===== src/design/tree_kth_ancestor_lookup_core_macros.svh =====
// Assertion macros for the k-th ancestor lookup core.
// Included by the top level; no other dependencies.
`ifndef TREE_KTH_ANCESTOR_LOOKUP_CORE_MACROS_SVH
`define TREE_KTH_ANCESTOR_LOOKUP_CORE_MACROS_SVH
`ifndef ASSERT_OFF
// Property must hold in the same cycle as the condition.
`define TKA_ASSERT_NOW(lbl, clk, rst_n, cond, prop, msg) \
    lbl: assert property (@(posedge clk) disable iff (!rst_n) (cond) |-> (prop)) \
        else $error(msg);
// Property must hold in the cycle after the condition.
`define TKA_ASSERT_NEXT(lbl, clk, rst_n, cond, prop, msg) \
    lbl: assert property (@(posedge clk) disable iff (!rst_n) (cond) |=> (prop)) \
        else $error(msg);
`else
`define TKA_ASSERT_NOW(lbl, clk, rst_n, cond, prop, msg)
`define TKA_ASSERT_NEXT(lbl, clk, rst_n, cond, prop, msg)
`endif
`endif


===== src/design/tka_pkg.sv =====
// Shared types, op codes and helper functions for the k-th ancestor lookup core.
// No dependencies.
`timescale 1ns / 1ps

package tka_pkg;

    // Fixed field widths.
    localparam int NODE_W = 10;
    localparam int OP_W   = 2;
    localparam int HB_W   = 4;

    // Item op codes.
    typedef logic [OP_W-1:0] op_t;
    localparam op_t OP_SET_PARENT = 2'd0;
    localparam op_t OP_BUILD      = 2'd1;
    localparam op_t OP_QUERY      = 2'd2;

    // Result handed from the sequencer to the output register.
    typedef struct packed {
        logic              valid;
        logic [NODE_W-1:0] ancestor;
        logic              is_answer;
    } tka_result_t;

    // Position of the highest set bit; zero for inputs of zero or one.
    function automatic logic [HB_W-1:0] high_bit(input logic [NODE_W-1:0] x);
        logic [HB_W-1:0] b;
        b = '0;
        for (int i = 1; i < NODE_W; i++) begin
            if (x[i])
            begin
                b = HB_W'(i);
            end
        end
        return b;
    endfunction

endpackage


===== src/design/tka_seq.sv =====
// Sequencer that clears the table, writes parents, builds jump levels and walks queries.
// Depends on tka_pkg; drives the tka_jump_ram ports.
`timescale 1ns / 1ps

module tka_seq #(
    parameter int MAX_NODES   = 1024,
    parameter int JUMP_LEVELS = 10,
    parameter int AW          = 14
) (
    input  logic                       clk,
    input  logic                       rst_n,
    input  logic                       in_fire,
    input  tka_pkg::op_t               op,
    input  logic [tka_pkg::NODE_W-1:0] node,
    input  logic [tka_pkg::NODE_W-1:0] value,
    input  logic [tka_pkg::NODE_W-1:0] node_count,
    input  logic                       slot_free,
    output logic                       idle,
    output logic                       mem_we,
    output logic [AW-1:0]              mem_waddr,
    output logic [tka_pkg::NODE_W-1:0] mem_wdata,
    output logic [AW-1:0]              mem_raddr,
    input  logic [tka_pkg::NODE_W-1:0] mem_rdata,
    output tka_pkg::tka_result_t       res
);
    import tka_pkg::*;

    localparam int NW = $clog2(MAX_NODES);
    localparam int LW = (JUMP_LEVELS > 1) ? $clog2(JUMP_LEVELS) : 1;

    typedef enum logic [2:0] {
        S_CLEAR,
        S_IDLE,
        S_QUERY,
        S_BUILD_A,
        S_BUILD_B,
        S_BUILD_W,
        S_FINISH
    } state_t;

    state_t            state_reg, state_next;
    logic [AW-1:0]     clr_cnt_reg, clr_cnt_next;
    logic [NODE_W-1:0] k_reg, k_next;
    logic [NODE_W-1:0] cur_reg, cur_next;
    logic              pend_reg, pend_next;
    logic [LW-1:0]     lvl_reg, lvl_next;
    logic [LW-1:0]     top_reg, top_next;
    logic [NW-1:0]     n_reg, n_next;
    logic [NW-1:0]     last_reg, last_next;
    logic [NODE_W-1:0] ans_reg, ans_next;
    logic              is_ans_reg, is_ans_next;

    logic [NODE_W-1:0] cur_now;
    logic [LW-1:0]     q_lvl;
    logic [LW-1:0]     lvl_below;
    logic [LW-1:0]     build_top;
    logic              node_ok;

    // Row of the table for a node number; out-of-range nodes map to the empty row 0.
    function automatic logic [NW-1:0] row_of(input logic [NODE_W-1:0] n);
        return (32'(n) < MAX_NODES) ? NW'(n) : '0;
    endfunction

    // Clamp a bit position to the top jump level.
    function automatic logic [LW-1:0] cap_lvl(input logic [HB_W-1:0] b);
        return (32'(b) > JUMP_LEVELS - 1) ? LW'(JUMP_LEVELS - 1) : LW'(b);
    endfunction

    assign node_ok   = (node != '0) && (32'(node) < MAX_NODES);
    assign cur_now   = pend_reg ? mem_rdata : cur_reg;
    assign q_lvl     = cap_lvl(high_bit(k_reg));
    assign lvl_below = LW'(lvl_reg - LW'(1));
    assign build_top = cap_lvl(high_bit(node_count));

    assign idle          = (state_reg == S_IDLE);
    assign res.valid     = (state_reg == S_FINISH);
    assign res.ancestor  = ans_reg;
    assign res.is_answer = is_ans_reg;

    // Next-state and table access logic.
    always_comb
    begin
        state_next   = state_reg;
        clr_cnt_next = clr_cnt_reg;
        k_next       = k_reg;
        cur_next     = cur_reg;
        pend_next    = pend_reg;
        lvl_next     = lvl_reg;
        top_next     = top_reg;
        n_next       = n_reg;
        last_next    = last_reg;
        ans_next     = ans_reg;
        is_ans_next  = is_ans_reg;
        mem_we       = 1'b0;
        mem_waddr    = '0;
        mem_wdata    = '0;
        mem_raddr    = '0;

        case (state_reg)
            S_CLEAR:
            begin
                mem_we       = 1'b1;
                mem_waddr    = clr_cnt_reg;
                clr_cnt_next = AW'(clr_cnt_reg + AW'(1));
                if (&clr_cnt_reg)
                begin
                    state_next = S_IDLE;
                end
            end

            S_IDLE:
            begin
                if (in_fire)
                begin
                    ans_next    = '0;
                    is_ans_next = 1'b0;
                    state_next  = S_FINISH;
                    case (op)
                        OP_SET_PARENT:
                        begin
                            mem_we    = node_ok;
                            mem_waddr = {NW'(node), LW'(0)};
                            mem_wdata = value;
                        end
                        OP_BUILD:
                        begin
                            top_next  = build_top;
                            last_next = (32'(node_count) > MAX_NODES - 1) ?
                                        NW'(MAX_NODES - 1) : NW'(node_count);
                            lvl_next  = LW'(1);
                            n_next    = NW'(1);
                            if ((node_count != '0) && (build_top != '0))
                            begin
                                state_next = S_BUILD_A;
                            end
                        end
                        OP_QUERY:
                        begin
                            cur_next   = (32'(node) < MAX_NODES) ? node : '0;
                            k_next     = value;
                            pend_next  = 1'b0;
                            state_next = S_QUERY;
                        end
                        default:
                        begin
                            state_next = S_FINISH;
                        end
                    endcase
                end
            end

            // One jump per cycle; the read issued here lands in the next cycle.
            S_QUERY:
            begin
                cur_next = cur_now;
                if (k_reg == '0)
                begin
                    ans_next    = cur_now;
                    is_ans_next = 1'b1;
                    pend_next   = 1'b0;
                    state_next  = S_FINISH;
                end
                else
                begin
                    mem_raddr = {row_of(cur_now), q_lvl};
                    k_next    = NODE_W'(k_reg - (NODE_W'(1) << q_lvl));
                    pend_next = 1'b1;
                end
            end

            // Read the node's entry one level down.
            S_BUILD_A:
            begin
                mem_raddr  = {n_reg, lvl_below};
                state_next = S_BUILD_B;
            end

            // Read that ancestor's entry at the same level.
            S_BUILD_B:
            begin
                mem_raddr  = {row_of(mem_rdata), lvl_below};
                state_next = S_BUILD_W;
            end

            // Store the doubled jump and step to the next node or level.
            S_BUILD_W:
            begin
                mem_we     = 1'b1;
                mem_waddr  = {n_reg, lvl_reg};
                mem_wdata  = mem_rdata;
                state_next = S_BUILD_A;
                if (n_reg == last_reg)
                begin
                    n_next = NW'(1);
                    if (lvl_reg == top_reg)
                    begin
                        state_next = S_FINISH;
                    end
                    else
                    begin
                        lvl_next = LW'(lvl_reg + LW'(1));
                    end
                end
                else
                begin
                    n_next = NW'(n_reg + NW'(1));
                end
            end

            S_FINISH:
            begin
                if (slot_free)
                begin
                    state_next = S_IDLE;
                end
            end

            default:
            begin
                state_next = S_IDLE;
            end
        endcase
    end

    // State and registered values.
    always_ff @(posedge clk or negedge rst_n)
    begin
        if (!rst_n)
        begin
            state_reg   <= S_CLEAR;
            clr_cnt_reg <= '0;
            pend_reg    <= 1'b0;
            k_reg       <= '0;
            cur_reg     <= '0;
            lvl_reg     <= '0;
            top_reg     <= '0;
            n_reg       <= '0;
            last_reg    <= '0;
            ans_reg     <= '0;
            is_ans_reg  <= 1'b0;
        end
        else
        begin
            state_reg   <= state_next;
            clr_cnt_reg <= clr_cnt_next;
            pend_reg    <= pend_next;
            k_reg       <= k_next;
            cur_reg     <= cur_next;
            lvl_reg     <= lvl_next;
            top_reg     <= top_next;
            n_reg       <= n_next;
            last_reg    <= last_next;
            ans_reg     <= ans_next;
            is_ans_reg  <= is_ans_next;
        end
    end

endmodule


===== config.mk =====
export PLATFORM = sky130hd
export DESIGN_NAME = tka_seq
export DESIGN_NICKNAME = d
export VERILOG_FILES = /design/src/design/tree_kth_ancestor_lookup_core_macros.svh /design/src/design/tka_pkg.sv /design/src/design/tka_seq.sv
export SDC_FILE = /design/constraint.sdc
export NUM_CORES = 1
export LEC_CHECK = 0
export BUFFER_PORTS_ARGS = -buffer_cell sky130_fd_sc_hd__buf_4
export CORE_MARGIN = 1
export CORE_UTILIZATION = 29
export CTS_BUF_LIST = sky130_fd_sc_hd__clkbuf_2 sky130_fd_sc_hd__clkbuf_4 sky130_fd_sc_hd__clkbuf_8
export DETAILED_ROUTE_END_ITERATION = 8
export REMOVE_ABC_BUFFERS = 1
export SYNTH_ARGS = -nofsm -noshare
export SYNTH_HDL_FRONTEND = slang
export SYNTH_SLANG_ARGS = --single-unit

===== constraint.sdc =====
create_clock -name clk -period 4.83 [get_ports clk]
set_input_delay 0.483 -clock clk [delete_from_list [all_inputs] [get_ports clk]]
set_output_delay 0.483 -clock clk [all_outputs]
set_load 0.1 [all_outputs]

* Yosys cells after proc, flatten, opt, wreduce, memory -nomap -nowiden
Cells that the tools add are included.
Storage, ports and cells: input port bits 46, logic and storage cells 123, register bits after elaboration 77
Operators by class: equal/unequal tests 19, multiplexer cells 67, shift operators 1, add/sub/neg operators 5, reductions and logical operators 18, order comparisons 2
Operators by type and width (count):
- $mux 10 | 13
- $pmux 10 s2 | 5
- $pmux 14 s3 | 2
- $mux 4 | 20
- $mux 14 | 3
- $mux 3 | 7
- $pmux 3 s7 | 1
- $reduce_bool 10->1 | 2
- $add 14x1->14 const B | 1
- $ne 2x2->1 const B | 7
- $reduce_and 14->1 | 1
- $reduce_and 3->1 | 4
- $add 10x1->10 const B | 1
- $eq 10x10->1 | 1
- $logic_not 10->1 | 1
- $shl 1x4->10 const A | 1
- $sub 10x10->10 | 1
- $eq 3x3->1 const B | 3
- $mux 1 | 9
- $gt 4x4->1 const B | 2
- $pmux 4 s2 | 1
- $reduce_and 4->1 | 2
- $eq 3x2->1 const B | 2
- $pmux 1 s2 | 3
- 16 further kinds | 19

* Longest topological paths before layout
Gate-level depths: netlist of run 1.
depth after elaboration 17, gate-level depth with buffers 13, depth with buffers taken out 13

* Least setup slack after synthesis of run 1
No wires, ideal clock.
kind register to output, start point register state_reg[0], end point output port mem_raddr[3], required time 4347 ps, path slack 524 ps, cell stages (with the launch flop) 4, path buffers 2, arrival time 3823 ps, cell sequence dfrtp_1 buf_2 clkbuf_1 o41ai_1
Between the ends: word-level cells in the longest chain between the ends 2
Ends and longest elaborated chain:
- start: declaration | line tka_seq.sv:41 | state_t state_reg, state_next;
- start signal: assignment | line tka_seq.sv:244 | state_reg <= state_next;
- $eq 3x3->1 or $eq 3x2->1 (tied branches) | line tka_seq.sv:99 | case (state_reg)
- $pmux 14 s3 * | line tka_seq.sv:99
- end: declaration | line tka_seq.sv:22 | output logic [AW-1:0] mem_raddr,
Every way passes the cells marked *; elsewhere a longest branch is shown, timed or not.

* Final worst setup path of run 1
start point register state_reg[2], end point output port mem_waddr[7]
Between the ends: word-level cells in the longest chain between the ends 2
Ends and longest elaborated chain:
- $eq 3x3->1, or another cell as far along | line tka_seq.sv:99
- $pmux 14 s3 * | line tka_seq.sv:99
- end: declaration | line tka_seq.sv:20 | output logic [AW-1:0] mem_waddr,
Marked as above.

==> results.sh, run 1 <==
export IMPL_status="complete, no violations"
export IMPL_worstSetupEndpointType="primary output"
export IMPL_gp_congestion=0.841
export IMPL_worstMarginPinSlew_ps=1060
export IMPL_total_leakage_power_nw=2.86
export IMPL_drc=0
export IMPL_synth_enable_flop_cells=0
export IMPL_rrSetupSlack_ps=1930
export IMPL_h_tree_depth=3
export IMPL_fmax_ghz=0.321
export IMPL_stdcell_count=880
export IMPL_synth_warnings=0
export IMPL_synth_avg_cell_area_um2=9.06
export IMPL_row_count=48
export IMPL_holdBufCountCts=0
export IMPL_dieArea_mm2=0.0184
export IMPL_synth_compound_area_share_pct=21.5
export IMPL_synth_common_cells="dfrtp_1 (77), nor2_1 (50), nand2_1 (42)"
export IMPL_die_w_um=136
export IMPL_cp_required_ps=4350
export IMPL_synth_top_area_share_pct=37.3
export IMPL_drive_gt1_share_pct=23.7
export IMPL_dpl_cell_count=864
export IMPL_setup_viol=0
export IMPL_grt_usage_pct=18.5
export IMPL_post_cts_setup_buffers=0
export IMPL_cts_tree="done"
export IMPL_ios=98
export IMPL_antenna_cells=0
export IMPL_grtUsageMet2_pct=30.4
export IMPL_grt_max_degree=78
export IMPL_overflow=0
export IMPL_firstDrtPassIters=5
export IMPL_grt_pass1_wl_mm=25.7
export IMPL_vias_per_cell=5.46
export IMPL_finalPower_mw=1.28
export IMPL_totalWireLength_mm=16.6
export IMPL_clock_latency_ps=390
export IMPL_grt_setup_unrepaired="false"
export IMPL_synth_top_family_by_area="compound AO/OA/AOI/OAI gates"
export IMPL_num_vias=4805
export IMPL_clock_sinks=77
export IMPL_syn_to_final_growth_pct=21.0
export IMPL_synthArstFlopShare_pct=100
export IMPL_initial_core_util_pct=29.8
export IMPL_largest_reg_flops=14
export IMPL_synthTopCellsByArea="dfrtp_1 (37%), mux2_2 (4.1%), nor2_1 (3.6%)"
export IMPL_clockRootBuffer="clkbuf_8"
export IMPL_hold_ws_ps=258
export IMPL_yosys_area_top_type="dfrtp_1"
export IMPL_die_y_um=136
export IMPL_synth_fa_ha_area_share_pct=3.29
export IMPL_drv_slew=0
export IMPL_tns_ps=0
export IMPL_drtAntennaViolNets=0
export IMPL_wl_per_cell_um=18.9
export IMPL_nNetsFinal=709
export IMPL_setup_worst_path_class="flop to primary output"
export IMPL_cts_resized=0
export IMPL_synth_xor_area_share_pct=5.59
export IMPL_startpoint_type="flop"
export IMPL_core_mm2=0.0174
export IMPL_grtUsageMet3_pct=3.18
export IMPL_grt_util_met1_pct=24.6
export IMPL_finish_instance_area_mm2=0.00626
export IMPL_clk_pin_slew_ps=90
export IMPL_powerDensity_mw_per_mm2=205
export IMPL_dp_hpwl_mm=12.2
export IMPL_hold_class="primary input to asynchronous set/reset pin"
export IMPL_nFillCells=1784
export IMPL_ys_seq_elements=77
export IMPL_ys_seq_area_share_pct=37.3
export IMPL_cts_buffers=9
export IMPL_min_period_over_period_pct=64.4
export IMPL_critPathCapture="mem_waddr[7]"
export IMPL_path_max_fanout=19
export IMPL_yosys_area_share_simple_pct=20.3
export IMPL_critPathLaunch="state_reg[2]$_DFFE_PN0P_"
export IMPL_place_area_mm2=0.00607
export IMPL_synthCells=571
export IMPL_period_minus_slack_ps=3110
export IMPL_finalClockSkew_ps=17.4
export IMPL_busiest_layer="met2"
export IMPL_grt_pass1_vias=4714
export IMPL_crit_reg2reg_capture="k_reg[8]$_DFFE_PN0P_"
export IMPL_ff2ff_path_depth=13
export IMPL_ir_drop_v=0.0000991
export IMPL_synthesis_area_mm2=0.00517
export IMPL_portBuffers=97
export IMPL_synth_mux_area_share_pct=6.65
export IMPL_cts_buffer_depth=2
export IMPL_antenna_found_initial=0
export IMPL_slew_headroom_pct=29.0
export IMPL_worstReg2RegStart="k_reg[2]$_DFFE_PN0P_"
export IMPL_yosysMostFrequentCell="dfrtp_1"
export IMPL_synth_ff_type="dfrtp_1"
export IMPL_ys_types=70
export IMPL_hold_violations=0
export IMPL_critPathArrivalTime_ps=2630
export IMPL_drt_initial_drc_count=459
export IMPL_drv_cap=0
==> worst max-delay path, cell delays in order (launching register included) <==
cell      delay (ps)
dfrtp_1          660
inv_1            210
nor2_1           480
buf_4            370
a222oi_1         130
inv_1            100
buf_4            290
==> final cells by class <==
type | count | area (µm²) | area share, %
timing repair buffer | 104 | 781 | 12.5
inverter | 28 | 105 | 1.68
clock buffer | 10 | 138 | 2.20
sequential | 77 | 1930 | 30.8
clock inverter | 6 | 52.6 | 0.840
multi-input combinational | 430 | 2970 | 47.5
tap | 225 | 282 | 4.50
==> cell usage in the layout, fill, tap and decap left out, types with 18 or more instances in the layout <==
cell / n
nand3_1: 23
dfrtp_1: 77
inv_1: 28
mux2_2: 19
o21ai_0: 28
nor2_1: 50
nand2_1: 42
nor3_1: 20
a21oi_1: 29
xor2_1: 18
buf_4: 104
==> worst min-delay path by stage <==
| stage | to | slack (ps) | cells after the start |
|---|---|---|---|
| floorplan | ans_reg[0]$_DFFE_PN0P_ | 190 | 0 |
| global placement | clr_cnt_reg[11]$_DFFE_PN0P_ | 480 | 1 |
| detailed placement | clr_cnt_reg[11]$_DFFE_PN0P_ | 490 | 1 |
| CTS | top_reg[2]$_DFFE_PN0P_ | 300 | 2 |
| global route | top_reg[2]$_DFFE_PN0P_ | 330 | 2 |
| finish | k_reg[6]$_DFFE_PN0P_ | 260 | 1 |
==> stage by stage <==
stage,utilization [%],setup slack (ps)
2_1_floorplan,-,528
3_3_place_gp,35.0,2050
3_5_place_dp,35.0,1960
4_1_cts,36.1,1730
5_1_grt,36.1,1600
6_report,36.1,1720
==> logic make-up (layout without fill, tap and decap cells) <==
| logic type | after synthesis | after routing |
|---|---|---|
| AO/OA/AOI/OAI | 155 | 155 |
| XOR/XNOR | 33 | 33 |
| adder cells (fa/ha/maj) | 13 | 13 |
| buffers and inverters | 64 | 148 |
| flip-flops | 77 | 77 |
| multiplexers | 32 | 32 |
| AND/OR/NAND/NOR | 197 | 197 |
==> layer usage <==
metal,routed length [µm],share of wire [%]
met1,7590,46
met2,7890,47
met3,880,5.3
met4,261,1.6
met5,0,0
==> where the power goes <==
group	internal, mW	leakage (nW)	switching (mW)	total, mW
clock network	0.210	0.0983	0.293	0.504
registers	0.648	1.02	0.00208	0.650
logic	0.0436	1.73	0.0839	0.127
Power figures use the tool's default switching activity.
==> run 2, diff against run 1 <==
Settings changed: ABC_AREA set to 1.
Clock period 4.83 ns to 2.65 ns, I/O delays scaled along.
==> results.sh, run 2 <==
export IMPL_multiInputGateArea_mm2=0.00279
export IMPL_min_period_over_period_pct=96.2
export IMPL_nNetsFinal=858
export IMPL_fmax_ghz=0.392
export IMPL_startpoint_type="flop"
export IMPL_clock_sinks=77
export IMPL_synth_avg_cell_area_um2=7.38
export IMPL_drc=0
export IMPL_ys_seq_area_share_pct=37.4
export IMPL_layout_common_cells="nand2_1 (178), buf_4 (111), inv_1 (77)"
export IMPL_hold_ws_ps=49.5
export IMPL_ys_types=45
export IMPL_cts_buffer_depth=2
export IMPL_dpl_cell_count=1012
export IMPL_p_comb_share_pct=67.2
export IMPL_largest_reg_flops=14
export IMPL_yosys_area_top_type="dfrtp_1"
export IMPL_grt_max_degree=78
export IMPL_setup_viol=0
export IMPL_total_leakage_power_nw=3.02
export IMPL_grtUsageMet3_pct=3.37
export IMPL_switching_power_mw=5.28
export IMPL_syn_to_final_growth_pct=24.4
export IMPL_wl_per_cell_um=15.7
export IMPL_synthArstFlopShare_pct=100
export IMPL_clock_latency_ps=370
export IMPL_grtUsageMet2_pct=28.8
export IMPL_fin_ws_ps=102
export IMPL_clk_pin_slew_ps=90
export IMPL_rrSetupSlack_ps=100
export IMPL_drv_slew=0
export IMPL_gp_congestion=0.874
export IMPL_critPathArrivalTime_ps=2830
export IMPL_cts_tree="done"
export IMPL_ys_seq_elements=77
export IMPL_tns_ps=0
export IMPL_synthesis_area_mm2=0.00516
export IMPL_die_y_um=135
export IMPL_finalClockSkew_ps=12.9
export IMPL_row_count=48
export IMPL_h_tree_depth=3
export IMPL_overflow=0
export IMPL_synth_common_cells="nand2_1 (178), inv_1 (78), dfrtp_1 (77)"
export IMPL_num_vias=4998
export IMPL_final_util_pct=37.0
export IMPL_worstMarginPinSlew_ps=997
export IMPL_cp_required_ps=2940
export IMPL_firstDrtPassIters=5
export IMPL_ff2ff_path_depth=14
export IMPL_cts_buffers=9
export IMPL_pre_cts_ws_ps=48.1
export IMPL_drtAntennaViolNets=0
export IMPL_powerDensity_mw_per_mm2=1410
export IMPL_grt_pass1_vias=4603
export IMPL_pwr_share_clk_pct=10.1
export IMPL_path_max_fanout=5
export IMPL_synthCells=699
export IMPL_die_w_um=135
export IMPL_vias_per_cell=4.86
export IMPL_synth_warnings=0
export IMPL_antenna_cells=0
export IMPL_initial_core_util_pct=29.7
export IMPL_ir_drop_v=0.000714
export IMPL_synth_enable_flop_cells=0
export IMPL_hold_violations=0
export IMPL_synth_ff_type="dfrtp_1"
export IMPL_antenna_found_initial=0
export IMPL_dieArea_mm2=0.0183
export IMPL_internal_power_mw=3.75
export IMPL_ios=98
export IMPL_drive_gt1_share_pct=24.8
export IMPL_drt_initial_drc_count=374
export IMPL_swShare_pct=58.5
export IMPL_synth_top_area_share_pct=37.4
export IMPL_worstSetupEndpointType="flop"
export IMPL_core_mm2=0.0174
export IMPL_holdBufCountCts=0
export IMPL_portBuffers=97
export IMPL_yosysMostFrequentCell="nand2_1"
export IMPL_grt_setup_unrepaired="true"
export IMPL_grt_usage_pct=18.0
export IMPL_stdcell_count=1029
export IMPL_slew_headroom_pct=33.5
export IMPL_busiest_layer="met2"
export IMPL_seqCellArea_mm2=0.00193
export IMPL_totalWireLength_mm=16.2
export IMPL_drv_cap=0
export IMPL_power_frac_seq_pct=22.7
export IMPL_synthTopCellsByArea="dfrtp_1 (37%), nand2_1 (13%), inv_1 (5.7%)"
export IMPL_clockRootBuffer="clkbuf_8"
export IMPL_status="complete, no violations"
export IMPL_setup_worst_path_class="flop to flop"
export IMPL_grt_pass1_wl_mm=24.9
export IMPL_grt_util_met1_pct=24.6
export IMPL_hold_class="primary input to asynchronous set/reset pin"
export IMPL_final_common_cell="nand2_1"
export IMPL_dp_hpwl_mm=12.6
export IMPL_period_minus_slack_ps=2550
export IMPL_nFillCells=1878
[run 2: worst paths after layout]
path	end	start
worst max-delay path	k_reg[9]$_DFFE_PN0P_	k_reg[4]$_DFFE_PN0P_
worst min-delay path	ans_reg[9]$_DFFE_PN0P_	rst_n
worst min register to register	clr_cnt_reg[3]$_DFFE_PN0P_	clr_cnt_reg[3]$_DFFE_PN0P_
min in group clk	last_reg[2]$_DFFE_PN0P_	node_count[2]
max in group asynchronous	k_reg[4]$_DFFE_PN0P_	rst_n
worst max register to register	k_reg[9]$_DFFE_PN0P_	k_reg[4]$_DFFE_PN0P_
[run 2: what timing repair did]
action | CTS | global route
setup buffers | 0 | 1
endpoints found under the setup margin | 0 | 10
gates resized for setup | 0 | 18
[run 2: power by group through the flow]
stage	clock [mW]	combinational (mW)	sequential [mW]
after floorplan	0	3.93	2.59
after global placement	0	5.94	2.04
after detailed placement	0	5.95	2.05
after CTS	0.939	5.96	2.03
after global routing	0.978	6.53	2.10
final	0.915	6.07	2.05
[run 2: per-layer routing]
metal	share of wire [%]	wire length, µm
met5	0	0
met4	1.5	240
met3	5.0	807
met2	46	7470
met1	47	7640
[run 2: cell families (layout without fill, tap and decap cells)]
family / count (synthesis) / after routing / share of synthesized area (%)
compound gates: 144 / 144 / 17.5
buf+inv: 121 / 226 / 9.68
fa+ha+maj: 13 / 13 / 3.30
flops: 77 / 77 / 37.4
xor+xnor: 27 / 27 / 4.58
simple gates: 317 / 317 / 27.6
[run 2: per-stage QoR]
stage	area (µm²)	power (mW)
final	6410	9.03
after CTS	6350	8.93
after global placement	6150	7.98
after detailed placement	6150	8.00
after global routing	6410	9.62
after floorplan	5030	6.52
[run 2: worst max-delay path, cell delays in order, from the launching register on]
cell and delay (ps):
dfrtp_2 470, o311ai_2 370, nand2_1 170, nor2_1 160
nand2_1 80, ha_1 340, a21oi_1 160, nand2_1 110
nand2_1 100, nand2_1 60, nand2_1 70, nand3b_1 100
nand2_1 70, inv_1 30, o21ai_0 160
[run 2: cell type report]
type | count | area share (%)
Multi-Input combinational cell | 501 | 43.4
Tap cell | 225 | 4.39
Timing Repair Buffer | 113 | 13.3
Sequential cell | 77 | 30.1
Clock inverter | 6 | 0.995
Clock buffer | 10 | 2.05
Inverter | 97 | 5.75
==> run 3, diff against run 2 <==
Settings changed: BUFFER_PORTS_ARGS -buffer_cell sky130_fd_sc_hd__buf_4 to not set, DONT_BUFFER_PORTS set to 1, PLACE_DENSITY set to 0.4.
==> results.sh, run 3 (same netlist as run 2, synthesis figures left out) <==
export IMPL_status="complete, no violations"
export IMPL_fmax_ghz=0.396
export IMPL_startpoint_type="flop"
export IMPL_period_minus_slack_ps=2530
export IMPL_rrSetupSlack_ps=120
export IMPL_ff2ff_path_depth=16
export IMPL_tns_ps=0
export IMPL_path_max_fanout=3
export IMPL_drt_initial_drc_count=315
export IMPL_worstSetupEndpointType="flop"
export IMPL_firstDrtPassIters=5
export IMPL_finish_instance_area_mm2=0.00670
export IMPL_critPathArrivalTime_ps=2790
export IMPL_clk_pin_slew_ps=80
export IMPL_min_period_over_period_pct=95.3
export IMPL_slew_headroom_pct=35.8
export IMPL_setup_viol=0
export IMPL_totalWireLength_mm=17.9
export IMPL_cts_tree="done"
export IMPL_layout_common_cells="nand2_1 (177), inv_1 (76), dfrtp_1 (76)"
export IMPL_final_common_cell="nand2_1"
export IMPL_clockRootBuffer="clkbuf_8"
export IMPL_cp_num_buf_inv=2
export IMPL_die_y_um=135
export IMPL_critPathCapture="k_reg[8]$_DFFE_PN0P_"
export IMPL_cp_top_family="simple AND/OR/NAND/NOR gates"
export IMPL_die_w_um=135
export IMPL_setup_worst_path_class="flop to flop"
export IMPL_critPathSlowestCell="dfrtp_1"
export IMPL_cts_buffers=9
export IMPL_drive_gt1_share_pct=26.3
export IMPL_nNetsFinal=818
export IMPL_total_leakage_power_nw=2.97
export IMPL_antenna_cells=0
export IMPL_dpl_cell_count=962
export IMPL_h_tree_depth=3
export IMPL_stdcell_count=989
export IMPL_slowest_delay_ps=390
export IMPL_dieArea_mm2=0.0183
export IMPL_grt_setup_unrepaired="true"
export IMPL_core_mm2=0.0174
export IMPL_powerDensity_mw_per_mm2=1430
export IMPL_vias_per_cell=5.01
export IMPL_row_count=48
export IMPL_clock_sinks=77
export IMPL_hold_violations=0
export IMPL_wl_per_cell_um=18.1
export IMPL_grt_util_met1_pct=28.0
export IMPL_drv_slew=0
export IMPL_num_vias=4954
export IMPL_worstMarginPinSlew_ps=963
export IMPL_overflow=0
export IMPL_finalPower_mw=9.55
export IMPL_finalClockSkew_ps=8.14
export IMPL_clock_latency_ps=370
export IMPL_portBuffers=0
export IMPL_ir_drop_v=0.000681
export IMPL_gp_congestion=0.860
export IMPL_path_cells="inv_2, a21oi_2, nor2_1, o21ai_1, nand2_1, nor4_2, ha_2, inv_2, fa_2, nand3_2, nand3_4, nand2_1, o211ai_1, xor2_1, nor2_1, o21ai_2"
export IMPL_busiest_layer="met2"
export IMPL_syn_to_final_growth_pct=29.9
export IMPL_grtUsageMet2_pct=32.1
export IMPL_largest_reg_flops=14
export IMPL_drtAntennaViolNets=0
export IMPL_antenna_found_initial=0
export IMPL_dp_hpwl_mm=13.9
export IMPL_drc=0
export IMPL_grt_usage_pct=20.4
export IMPL_critPathLaunch="k_reg[2]$_DFFE_PN0P_"
export IMPL_crit_reg2reg_capture="k_reg[8]$_DFFE_PN0P_"
export IMPL_worstReg2RegStart="k_reg[2]$_DFFE_PN0P_"
export IMPL_cts_buffer_depth=2
export IMPL_grtUsageMet3_pct=3.67
export IMPL_cp_depth=16
export IMPL_grt_pass1_wl_mm=27.5
export IMPL_ios=98
export IMPL_drv_cap=0
export IMPL_hold_class="primary input to flop"
export IMPL_cp_required_ps=2910
export IMPL_grt_pass1_vias=4728
export IMPL_place_area_mm2=0.00631
export IMPL_initial_core_util_pct=29.7
export IMPL_grt_max_degree=78
run 3: cell types whose count changed in the layout (fill, tap and decap cells not counted), sizes merged:
cell,previous run,this run
buf,113,71
clkbuf,10,15
clkinvlp,2,0
dlygate4sd3,0,2
bufinv,1,0
clkinv,3,2
inv,97,96
run 3: where the power goes:
group	switching, mW	leakage (nW)	internal [mW]	total [mW]
clock	0.456	0.101	0.434	0.890
sequential	0.897	0.957	1.63	2.53
combinational	4.16	1.92	1.97	6.14
run 3: how the worst min path moves through the flow:
| stage | from | end | slack [ps] | cells after the start |
|---|---|---|---|---|
| CTS | node_count[0] | last_reg[0]$_DFFE_PN0P_ | 3 | 2 |
| global route | node_count[0] | last_reg[0]$_DFFE_PN0P_ | 10 | 2 |
| detailed placement | rst_n | k_reg[7]$_DFFE_PN0P_ | -30 | 0 |
| finish | node_count[0] | last_reg[0]$_DFFE_PN0P_ | 20 | 2 |
| global placement | rst_n | k_reg[6]$_DFFE_PN0P_ | -30 | 0 |
| floorplan | rst_n | ans_reg[0]$_DFFE_PN0P_ | -30 | 0 |
run 3: layout make-up:
cell class                 count  area (µm²)
tap                          225         282
clock buffer                  15         181
fill                        1804       10700
clock inverter                 1        5.00
inverter                      97         375
sequential                    77        1930
timing repair buffer          73         886
multi-input combinational    501        3050
run 3: what timing repair did:
| action | CTS | global route |
|---|---|---|
| setup buffers | 0 | 8 |
| endpoints found under the setup margin | 1 | 18 |
| hold endpoints to repair | 78 | 0 |
| resized for setup | 1 | 25 |
| hold buffers | 3 | 0 |
| pin swaps | 0 | 9 |
run 3: per-stage QoR:
| step | hold WS, ps | util [%] | setup slack, ps |
|---|---|---|---|
| final | 23.7 | 38.6 | 124 |
| after global placement | -28.8 | 36.3 | 24.8 |
| after CTS | 3.25 | 37.7 | 8.91 |
| after global routing | 13.7 | 38.6 | -57.8 |
| after floorplan | -30.6 | - | -934 |
| after detailed placement | -28.4 | 36.3 | 26.3 |
run 3: per-layer routing:
metal  vias up  wire (µm)
li1       2432          -
met1      2348       8490
met5         -          0
met3        17       1040
met4         0        250
met2       157       8130
run 3: worst reg2reg max path, delay by kind of cell, from the launching register on:
kind	cells	cell delay (ps)
buffers and inverters	2	100
XOR/XNOR	1	150
flip-flops	1	390
adder cells (fa/ha/maj)	2	600
AND/OR/NAND/NOR	7	790
AO/OA/AOI/OAI	4	390
